--- src/rtl/rar_pkg.sv ---
package rar_pkg;

	localparam int OPW_MAX = 32;
	localparam int DW = 64;
	localparam int NUM_W = 33;
	localparam int DEN_W = 32;
	localparam int CNT_W = 32;

	typedef enum logic [1:0] {
		OP_ADD,
		OP_SUB,
		OP_MUL,
		OP_DIV
	} op_t;

	typedef enum logic [2:0] {
		K_SHARED_ADD,
		K_SHARED_SUB,
		K_CROSS_ADD,
		K_CROSS_SUB,
		K_MUL,
		K_DIV
	} kind_t;

	typedef enum logic [3:0] {
		B_IDLE,
		B_MUL,
		B_CHECK,
		B_GCD,
		B_TEST,
		B_DIVN,
		B_DIVD,
		B_FIN
	} back_state_t;

	typedef struct packed {
		op_t                        op;
		kind_t                      kind;
		logic signed [OPW_MAX-1:0]  an;
		logic signed [OPW_MAX-1:0]  ad;
		logic signed [OPW_MAX-1:0]  bn;
		logic signed [OPW_MAX-1:0]  bd;
	} rar_cmd_t;

	typedef struct packed {
		logic full;
		logic empty;
	} rar_fifo_st_t;

endpackage

--- src/rtl/rar_front.sv ---
module rar_front
	import rar_pkg::*;
#(
	parameter int OPERAND_WIDTH = 16
) (
	input  logic                            in_valid,
	input  rar_fifo_st_t                    fst,
	input  logic [1:0]                      op,
	input  logic signed [OPERAND_WIDTH-1:0] a_num,
	input  logic signed [OPERAND_WIDTH-1:0] a_den,
	input  logic signed [OPERAND_WIDTH-1:0] b_num,
	input  logic signed [OPERAND_WIDTH-1:0] b_den,
	output logic                            push,
	output rar_cmd_t                        cmd
);

	logic same_den;

	assign same_den = (a_den == b_den);
	assign push = in_valid && !fst.full;

	always_comb begin
		cmd.op = op_t'(op);
		cmd.an = OPW_MAX'(a_num);
		cmd.ad = OPW_MAX'(a_den);
		cmd.bn = OPW_MAX'(b_num);
		cmd.bd = OPW_MAX'(b_den);
		case (op_t'(op))
			OP_ADD: cmd.kind = same_den ? K_SHARED_ADD : K_CROSS_ADD;
			OP_SUB: cmd.kind = same_den ? K_SHARED_SUB : K_CROSS_SUB;
			OP_MUL: cmd.kind = K_MUL;
			default: cmd.kind = K_DIV;
		endcase
	end

endmodule

--- config.mk ---
export PLATFORM = sky130hd
export DESIGN_NAME = rar_front
export DESIGN_NICKNAME = d
export VERILOG_FILES = /design/src/rtl/rar_pkg.sv /design/src/rtl/rar_front.sv
export SDC_FILE = /design/constraint.sdc
export NUM_CORES = 1
export LEC_CHECK = 0
export BUFFER_PORTS_ARGS = -buffer_cell sky130_fd_sc_hd__buf_4
export CORE_AREA = 8 8 73 75
export DETAILED_ROUTE_END_ITERATION = 10
export DIE_AREA = 0 0 81 83
export PLACE_DENSITY = 0.88
export SLEW_MARGIN = 20
export SYNTH_ARGS = -nofsm -noshare
export SYNTH_HDL_FRONTEND = slang
export SYNTH_SLANG_ARGS = --single-unit
export TNS_END_PERCENT = 50
--- constraint.sdc ---
create_clock -name vclk -period 1.9
set_input_delay 0.19 -clock vclk [all_inputs]
set_output_delay 0.19 -clock vclk [all_outputs]
set_load 0.02 [all_outputs]
==> key figures <==
Timing
  – Number of failing hold endpoints at the final stage: 0
  – Transition at the pin with the smallest max-transition slack: 0.311 ns
  – Setup violators final: 0
  – Post-route minimum period: 1.43 ns
  – Fin Setup TNS: 0 ns
  – Worst-case hold slack: 0.380 ns
  – Final Max Slew Viols: 0
  – Slew Limit Headroom: approximately four fifths
  – Achievable Freq: around 700 MHz
  – Portion of the clock cycle consumed by the worst path in the final layout: 75.3%
  – Setup repair after global routing missed its margin: no
  – Post-layout worst setup margin: approximately 0.47 ns

Synth
  – Count of mapped cells out of synthesis: approximately 150
  – Synthesized area per cell: 7.56 µm²
  – Proportion of netlist area held by the largest area contributor: 83.9%
  – Post-synthesis net count: around 220
  – Number of warnings issued by yosys: 0
  – Post-synth top cells: 130 x sky130_fd_sc_hd__buf_4, 16 x sky130_fd_sc_hd__xor2_1, 4 x sky130_fd_sc_hd__nor4_1
  – Leading cell types by total area after synthesis: sky130_fd_sc_hd__buf_4 84%, sky130_fd_sc_hd__xor2_1 12%, sky130_fd_sc_hd__nor4_1 2.2%
  – Synth area leader: sky130_fd_sc_hd__buf_4
  – Post-synthesis sequential area ratio: 0%
  – Most instantiated library cell after synthesis: sky130_fd_sc_hd__buf_4
  – Cell area after synthesis: 0.00116 mm²
  – Distinct cells, synth: 6

Routing
  – Sum of routed wire length over all layers: 2.65 mm
  – Total via count after detailed routing: 650
  – DRC violation count after routing: 0
  – Via density per instance: 3.67
  – Detailed-routing iteration count for the pre-antenna-repair pass: 2
  – Routed wirelength normalized by instance count: 15.0 µm
  – Iteration-0 DRC Markers: 8
  – Number of nets still failing antenna checks after routing: 0

Die
  – Chip Height: 83 µm
  – Starting density of the core: about 28%
  – Core area: approximately 0.0042 mm²
  – Die Width: 81 µm
  – Die footprint: a little under 0.007 mm²
  – Num rows: 24
  – Top Ports: 203

Pwr
  – Clock share of power: 0%
  – Leakage component of the power: roughly 0.57 nW
  – Internal Power: 153 µW
  – Total Power Consumption: around 330 µW
  – Pwr Density: 320 mW/mm²
  – Power spent charging and discharging nets: 173 µW
  – Sequential cell fraction of total power: 0%
  – Share of total power in combinational logic: 100.0%
  – Switching portion of total power: 53.1%
  – Worst vdd ir: ~0.14 mV

Critical path
  – Critical Setup Path Class: in -> out
  – Required time of the critical path: approximately 1.7 ns
  – Highest fanout seen on the critical path: 18
  – Nature of the critical path startpoint: primary input
  – Worst endpoint data arrival time: between 1 and 1.5 ns
  – Worst setup path start: b_den[15]
  – Type of destination of the critical path: output pin

Outcome
  – Status: finished, final reports clean

Final layout
  – N_diodes: 0
  – Area added between synthesis and finish: -12.5%
  – Number of standard cells in the final layout excluding fillers: 177
  – Final net count: 196
  – Clock buffer instance count of the final layout: 0
  – Fraction of layout instances using a drive strength above 1: 82.4%
  – Final sequential cell count: 0
  – Area taken by flip-flops and latches: 0 µm²

Min path
  – Worst min-delay path category: in -> out
  – Min-delay src: b_num[2]

Placement
  – Setup WS pre-CTS: 0.442 ns
  – RD Place Congestion: 0.666
  – Count of buffers from port buffering: 103
  – Number of placed instances, taps included: between 150 and 200

Clocking
  – Number of gates resized after cts: 0
  – Count of hold-fix buffers inserted at cts: 0
  – Total setup buffers inserted after CTS: 0

Flow run
  – Number of violations of the max-capacitance limit: 0

Global route
  – Pin count of the biggest net entering global routing: 19
  – Final global-route overflow total: 0
  – Number of antenna violations at the first check in global routing: 0
  – Wire length of the first global-routing pass: approximately 3.7 mm
  – Vias in the first global route: 749
  – Overall track demand over capacity in global routing: 6.65%
## stage by stage
| stage | cell area, µm² | util, % |
|---|---|---|
| floorplan | 1160 | - |
| global placement | 1020 | 24.2 |
| detailed placement | 1020 | 24.2 |
| CTS | 1020 | 24.2 |
| global route | 1020 | 24.2 |
| finish | 1020 | 24.2 |
## power by group through the flow
stage,clock (mW),sequential [mW],combinational (mW)
floorplan,0,0,0.432
global placement,0,0,0.329
detailed placement,0,0,0.332
CTS,0,0,0.333
global route,0,0,0.346
finish,0,0,0.326
## routing by layer
metal / routed length (µm) / vias to the layer above / share of wire [%] / GRT usage [%]
li1: - / 284 / - / -
met1: 756 / 270 / 29 / 5.39
met2: 1300 / 90 / 49 / 12.4
met3: 559 / 6 / 21 / 5.06
met4: 31 / 0 / 1.2 / 0.813
met5: 0 / - / 0 / 0
## critical path, cell delays in order
cell	delay (ns)
sky130_fd_sc_hd__buf_4	0.17
sky130_fd_sc_hd__xor2_1	0.18
sky130_fd_sc_hd__nor4_1	0.35
sky130_fd_sc_hd__a41oi_1	0.16
sky130_fd_sc_hd__buf_4	0.19
## path summary, 6_finish.rpt
path                    to  slack [ns]  cells past startpoint
setup / recovery  cmd[129]        0.47                      5
hold / removal     cmd[34]        0.38                      0
## logic make-up after synthesis
| group | synth area share [%] |
|---|---|
| buf+inv | 84.5 |
| xor+xnor | 12.0 |
| compound gates | 0.753 |
| simple gates | 2.69 |
## area by class of cell
| type | count | area [µm²] |
|---|---|---|
| tap | 52 | 65.1 |
| timing repair buffer | 103 | 773 |
| multi-input combinational | 22 | 180 |
| fill | 476 | 3190 |
## layout by cell type, fill, tap and decap left out
| cell type | count |
|---|---|
| sky130_fd_sc_hd__buf_4 | 103 |
| sky130_fd_sc_hd__nor2b_1 | 1 |
| sky130_fd_sc_hd__nor4_1 | 4 |
| sky130_fd_sc_hd__a41oi_1 | 1 |
| sky130_fd_sc_hd__xor2_1 | 16 |
Power figures use the tool's default switching activity.
