==> src/rtl/rar_pkg.sv <==
package rar_pkg;

	localparam int OPW_MAX = 32;
	localparam int DW = 64;
	localparam int NUM_W = 33;
	localparam int DEN_W = 32;
	localparam int CNT_W = 32;

	typedef enum logic [1:0] {
		OP_ADD,
		OP_SUB,
		OP_MUL,
		OP_DIV
	} op_t;

	typedef enum logic [2:0] {
		K_SHARED_ADD,
		K_SHARED_SUB,
		K_CROSS_ADD,
		K_CROSS_SUB,
		K_MUL,
		K_DIV
	} kind_t;

	typedef enum logic [3:0] {
		B_IDLE,
		B_MUL,
		B_CHECK,
		B_GCD,
		B_TEST,
		B_DIVN,
		B_DIVD,
		B_FIN
	} back_state_t;

	typedef struct packed {
		op_t                        op;
		kind_t                      kind;
		logic signed [OPW_MAX-1:0]  an;
		logic signed [OPW_MAX-1:0]  ad;
		logic signed [OPW_MAX-1:0]  bn;
		logic signed [OPW_MAX-1:0]  bd;
	} rar_cmd_t;

	typedef struct packed {
		logic full;
		logic empty;
	} rar_fifo_st_t;

endpackage

==> src/rtl/rar_fifo.sv <==
module rar_fifo
	import rar_pkg::*;
(
	input  logic         clk,
	input  logic         arst_n,
	input  logic         push,
	input  rar_cmd_t     wdata,
	input  logic         pop,
	output rar_cmd_t     rdata,
	output rar_fifo_st_t st
);

	rar_cmd_t   mem_q [2];
	logic       wptr_q, rptr_q;
	logic [1:0] cnt_q;

	assign st.full = (cnt_q == 2'd2);
	assign st.empty = (cnt_q == 2'd0);
	assign rdata = mem_q[rptr_q];

	always_ff @(posedge clk) begin
		if (push) mem_q[wptr_q] <= wdata;
	end

	always_ff @(posedge clk or negedge arst_n) begin
		if (!arst_n) begin
			wptr_q <= 1'b0;
			rptr_q <= 1'b0;
			cnt_q <= 2'd0;
		end else begin
			if (push) wptr_q <= ~wptr_q;
			if (pop) rptr_q <= ~rptr_q;
			case ({push, pop})
				2'b10: cnt_q <= cnt_q + 2'd1;
				2'b01: cnt_q <= cnt_q - 2'd1;
				default: cnt_q <= cnt_q;
			endcase
		end
	end

endmodule

==> config.mk <==
export PLATFORM = sky130hd
export DESIGN_NAME = rar_fifo
export DESIGN_NICKNAME = d
export VERILOG_FILES = /design/src/rtl/rar_pkg.sv /design/src/rtl/rar_fifo.sv
export SDC_FILE = /design/constraint.sdc
export NUM_CORES = 1
export LEC_CHECK = 0
export ABC_AREA = 0
export ABC_CLOCK_PERIOD_IN_PS = 9000
export BUFFER_PORTS_ARGS = -buffer_cell sky130_fd_sc_hd__buf_4
export CAP_MARGIN = 30
export CORE_MARGIN = 2
export CORE_UTILIZATION = 52
export DETAILED_ROUTE_END_ITERATION = 10
export PLACE_DENSITY_LB_ADDON = 0.15
export SLEW_MARGIN = 20
export SYNTH_ARGS = -nofsm -noshare
export SYNTH_HDL_FRONTEND = slang
export SYNTH_SLANG_ARGS = --single-unit
==> constraint.sdc <==
create_clock -name clk -period 9 [get_ports clk]
set_clock_uncertainty 0.05 [all_clocks]
set_input_delay 1.8 -clock clk [delete_from_list [all_inputs] [get_ports clk]]
set_output_delay 1.8 -clock clk [all_outputs]
set_load 0.01 [all_outputs]
==> flow_summary.ini, run 1 <==
[grt]
grt_max_degree = 73
grt_pass1_vias = 5190
antenna_found_initial = 0
grt_overflow = 0
track_usage = 0.180
grt_pass1_wl_mm = 28.0

[cells_and_area]
finish.utilization = 0.704
fillCellCount = 1177
final_cell_mix = buf_4 (276), edfxtp_1 (266), mux2_2 (73)
drive_above_1_share = 0.611
diodes = 0
area_delta_synth_final_pct = 32.3
final_area_um2 = 13300
mostFrequentLayoutCell = buf_4
stdcell_count = 1002
nets = 860

[pwr]
peakVddDrop_uv = 176
power_frac_clock = 0.270
power.density_nw_per_um2 = 317
power_leakage_nw = 5.16
sequentialPowerShare = 0.421
pwr-share-comb = 0.309
total_power_mw = 4.20
p_switching_mw = 1.13
switching_share = 0.269
p_int_mw = 3.07

[placement]
portBuffers = 271
hpwl_mm = 12.7
placed_area_um2 = 12300
place_congestion = 0.771
placed_cells = 951
dp_slack_ps = 4950

[floorplanning]
fp.dieW_um = 143
core_um2 = 18800
top_level_ports = 272
num_rows = 50
die_area_um2 = 20400
die_h_um = 143
initial_utilization = 0.532

[synth]
postSynthAreaPerCell_um2 = 23.3
ys_seq_elements = 270
synthCells = 430
yosysTopAreaCellShare = 0.797
synth_fp_nets = 568
ys_types = 13
synth_area_um2 = 10000
ys_seq_area_frac = 0.807
yosys-top-cells-area = edfxtp_1 (80%), mux2_4 (9.0%), mux2_2 (8.2%)
yosysWarnings = 0
synth_top_area_cell = edfxtp_1

[setup_path]
crit_fanout = 57
crit_path_start_kind = flop
cp.required_ps = 7150
arrival_ps = 2710
crit_type = reg -> out
crit_path_end_kind = primary output

[sta]
finalCritPeriodShare = 0.507
hold_slack_ps = 443
relSlewSlack = 0.416
tightest_slew_ps = 876
tns_ps = 0
setup_violations = 0
finalCriticalPeriod_ps = 4560
hold_violations = 0
rsz0062_at_grt = no
max_clock_freq_mhz = 219
slew_violations = 0
finalWorstSetupSlack_ps = 4440

[routing]
drtPass1Iterations = 4
viasPerCell = 5.02
drt-initial-drc-count = 253
drcViolationCount = 0
finalWirelength_mm = 19.2
num_vias = 5031
avgRoutedWirePerCell_um = 19.1
drt.antenna.violating_nets = 0

[clocking]
root_buffer = clkbuf_16
clk_pin_slew_ps = 60
htree_levels = 1
ctsResizeCount = 0
clockBufferDepth = 3
cts_setup_buffers = 0
cts_sinks = 270
clk_latency_ps = 510
hold_buffers = 0
cts_tree = yes
cts_buffers = 27

[run]
drv_cap = 0

[worst_hold_path]
hold_path_class = reg -> reg

[run_status]
status = finished, final reports clean
## area by class of cell
cell class | instances | area [um2] | area share
Sequential cell | 270 | 8090 | 0.611
Clock inverter | 21 | 226 | 0.0171
Tap cell | 260 | 325 | 0.0245
Multi-Input combinational cell | 144 | 1810 | 0.137
Timing Repair Buffer | 278 | 2110 | 0.159
Clock buffer | 28 | 679 | 0.0513
Inverter | 1 | 3.75 | 0.000283
## power by group through the flow
stage,Combinational (mW),Sequential [mW],Clock [mW]
2_1_floorplan,0.799,1.78,0
3_5_place_dp,1.30,1.80,0
4_1_cts,1.31,1.77,1.15
5_1_grt,1.38,1.79,1.20
3_3_place_gp,1.29,1.79,0
6_report,1.30,1.77,1.13
## final timing paths
| kind | from | endpoint | slack (ps) | cells past startpoint |
|---|---|---|---|---|
| setup / recovery | rptr_q$_DFFE_PN0P_ | rdata[15] | 4440 | 3 |
| hold / removal | cnt_q[1]$_DFFE_PN0P_ | cnt_q[1]$_DFFE_PN0P_ | 440 | 1 |
| setup reg to reg | wptr_q$_DFFE_PN0P_ | mem_q[1][87]$_DFFE_PP_ | 6580 | 3 |
| hold reg to reg | cnt_q[1]$_DFFE_PN0P_ | cnt_q[1]$_DFFE_PN0P_ | 440 | 1 |
| max in group asynchronous | arst_n | rptr_q$_DFFE_PN0P_ | 7770 | 1 |
| min in group asynchronous | arst_n | cnt_q[0]$_DFFE_PN0P_ | 1010 | 1 |
## Yosys cell counts, drive strengths merged
cell type  count
edfxtp       266
nor2b          1
buf           15
mux2         133
and2           1
nor2           3
ha             1
xnor2          2
dfrtp          4
xor2           3
inv            1
## critical path: stages, from the launching register on
cell and delay [ps]:
dfrtp_4 780, buf_4 770, mux2_2 430, buf_4 150
## per-layer routing
metal,up-vias,share of wire,GRT usage,wire (um)
met3,43,0.094,0.0533,1800
met1,2455,0.40,0.233,7720
met4,0,0.028,0.0615,533
li1,2299,-,-,-
met2,234,0.48,0.295,9120
met5,-,0,0,0
## state kept, by name, indices dropped and copies added (netlist names)
signal  cells
wptr_q      1
cnt_q       2
mem_q     266
rptr_q      1
## kinds of logic after synthesis
group,share of synthesized area
flops,0.807
mux,0.172
buf+inv,0.0129
xor+xnor,0.00437
simple gates,0.00237
fa+ha+maj,0.00125
Note: power is estimated with default switching activity, not from simulation.
==> run 2: changes to the inputs <==
--- a/config.mk
+++ b/config.mk
@@ -5,12 +5,12 @@
 export SDC_FILE = /design/constraint.sdc
 export NUM_CORES = 1
 export LEC_CHECK = 0
-export ABC_AREA = 0
-export ABC_CLOCK_PERIOD_IN_PS = 9000
+export ABC_AREA = 1
+export ABC_CLOCK_PERIOD_IN_PS = 4000
 export BUFFER_PORTS_ARGS = -buffer_cell sky130_fd_sc_hd__buf_4
 export CAP_MARGIN = 30
 export CORE_MARGIN = 2
-export CORE_UTILIZATION = 52
+export CORE_UTILIZATION = 48
 export DETAILED_ROUTE_END_ITERATION = 10
 export PLACE_DENSITY_LB_ADDON = 0.15
 export SLEW_MARGIN = 20
==> constraint.sdc (replaced) <==
create_clock -name clk -period 4 [get_ports clk]
set_clock_uncertainty 0.05 [all_clocks]
set_input_delay 0.8 -clock clk [delete_from_list [all_inputs] [get_ports clk]]
set_output_delay 0.8 -clock clk [all_outputs]
set_load 0.01 [all_outputs]
==> run 2 against run 1 <==
Against the previous run:
- global-route usage decreased by 1.3 points
- first-iteration DRC count increased by 17%
- die area increased by 13%
- via count increased by 19%
- wire length increased by 4.1%
- hold slack got worse by 32 ps
- flip-flop and latch count unchanged
- final cell count increased by 29%
==> flow_summary.ini, run 2 <==
[setup_path]
cpMaxStageDelayCell = dfrtp_4
cp.depth = 4
cp_cell_sequence = buf_12, nand2_1, o21ai_2, buf_4
reg2regPathDepth = 3
arrival_ps = 2230
crit_path_start_kind = flop
cp_num_buf_inv = 2
crit_fanout = 75
cpPeakStageDelay_ps = 880
cp.required_ps = 3150
crit_path_end_kind = primary output
crit_type = reg -> out
crit_family = flip-flops

[synth]
netlist_top_cells_count = edfxtp_1 (266), inv_1 (139), nand2_1 (138)
synth_area_um2 = 10500
synth_fp_nets = 857
synth_top_area_cell = edfxtp_1
synthCells = 719
ys_seq_area_frac = 0.773
yosysTopAreaCellShare = 0.764
synth-edff-count = 266
async_flop_share = 0.0148
ys_types = 18
yosys-top-cells-area = edfxtp_1 (76%), o21ai_2 (7.0%), inv_1 (5.0%)
yosys_most_used_dff = edfxtp_1
ys_seq_elements = 270
yosysWarnings = 0
yosysMostFrequentCell = edfxtp_1
postSynthAreaPerCell_um2 = 14.5

[clocking]
cts_buffers = 27
htree_levels = 1
cts_sinks = 270
clockBufferDepth = 3
cts_tree = yes
clk_pin_slew_ps = 60
root_buffer = clkbuf_16
clk_latency_ps = 510
cts_setup_buffers = 0

[routing]
drtPass1Iterations = 4
drcViolationCount = 0
drt-initial-drc-count = 295
viasPerCell = 4.64
avgRoutedWirePerCell_um = 15.4
num_vias = 5999
finalWirelength_mm = 20.0
drt.antenna.violating_nets = 0

[cells_and_area]
largest_reg_flops = 266
drive_above_1_share = 0.395
area_delta_synth_final_pct = 29.3
nets = 1139
diodes = 0
largest_register = mem_q
reg_top3 = mem_q x266, cnt_q x2
mostFrequentLayoutCell = buf_4
final_cell_mix = buf_4 (278), edfxtp_1 (266), inv_1 (138), nand2_1 (138), o21ai_2 (84)

[sta]
rsz0062_at_grt = no
finalCriticalPeriod_ps = 3080
max_clock_freq_mhz = 325
tightest_slew_ps = 892
finalWorstSetupSlack_ps = 925
hold_slack_ps = 411
tns_ps = 0
setup_violations = 0
hold_violations = 0
relSlewSlack = 0.405
finalCritPeriodShare = 0.769
slew_violations = 0

[placement]
place_congestion = 0.753
portBuffers = 271
dp_slack_ps = 1440
hpwl_mm = 13.5

[grt]
grt_pass1_wl_mm = 29.4
antenna_found_initial = 0
grt_overflow = 0
grt_max_degree = 76
grt_pass1_vias = 5712
track_usage = 0.167

[run]
drv_cap = 0

[run_status]
status = finished, final reports clean

[floorplanning]
top_level_ports = 272
num_rows = 53
die_area_um2 = 23000
initial_utilization = 0.493
fp.dieW_um = 152
die_h_um = 152
core_um2 = 21200

[pwr]
power.density_nw_per_um2 = 705
peakVddDrop_uv = 409
power_leakage_nw = 5.70

[worst_hold_path]
whs_path_depth = 1
hold_path_class = in -> reg
-- run 2: repair_timing --
action,in CTS,in global routing
endpoints found under the hold margin,4,0
hold buffers,1,0
setup endpoints to repair,0,0
gates resized for setup,0,0
-- run 2: kinds of logic after synthesis --
kind of cell | count (synthesis) | synth area share
buffers and inverters | 169 | 0.0773
XOR/XNOR | 3 | 0.00251
flip-flops | 270 | 0.773
adder cells (fa/ha/maj) | 1 | 0.00120
AO/OA/AOI/OAI | 133 | 0.0938
AND/OR/NAND/NOR | 143 | 0.0517
-- run 2: where the power goes --
part           internal (mW)  switching, mW  leakage (nW)
Combinational           1.42           1.82          2.76
Clock                   1.35          0.961         0.396
Sequential              3.76          0.228          2.54
Total                   6.53           3.01          5.70
-- run 2: path summary, 6_finish.rpt --
path	slack [ps]	from	endpoint
max	920	rptr_q$_DFFE_PN0P_	rdata[70]
min	410	wdata[44]	mem_q[1][44]$_DFFE_PP_
max reg2reg	2160	wptr_q$_DFFE_PN0P_	mem_q[1][82]$_DFFE_PP_
min reg2reg	450	cnt_q[1]$_DFFE_PN0P_	cnt_q[1]$_DFFE_PN0P_
max in group asynchronous	3220	arst_n	rptr_q$_DFFE_PN0P_
min in group asynchronous	560	arst_n	rptr_q$_DFFE_PN0P_
-- run 2: final cells by class --
type / instances / area [um2]
clock buffers: 33 / 698
clock inverters: 14 / 110
fillers: 1605 / 7700
inverters: 139 / 524
multi-input cells: 280 / 1570
flip-flops and latches: 270 / 8090
well taps: 275 / 344
repair buffers: 283 / 2180
-- run 2: per-layer routing --
layer / vias up / GRT usage / part of all wire
li1: 3010 / - / -
met1: 2749 / 0.211 / 0.39
met2: 208 / 0.283 / 0.50
met3: 32 / 0.0461 / 0.088
met4: 0 / 0.0546 / 0.025
met5: - / 0 / 0
-- run 2: worst reg2reg max path: stages (launching register included) --
cell and delay, ps:
dfrtp_1 420, nand2_1 120, inv_4 540, buf_12 350
-- run 2: metrics by stage --
step / instance area [um2] / power [mW] / utilization / instances
floorplan: 10500 / 5.96 / - / 719
global placement: 12700 / 7.28 / 0.597 / 1245
detailed placement: 12700 / 7.33 / 0.597 / 1245
CTS: 13500 / 9.65 / 0.636 / 1293
global route: 13500 / 10.1 / 0.637 / 1294
finish: 13500 / 9.54 / 0.637 / 1294
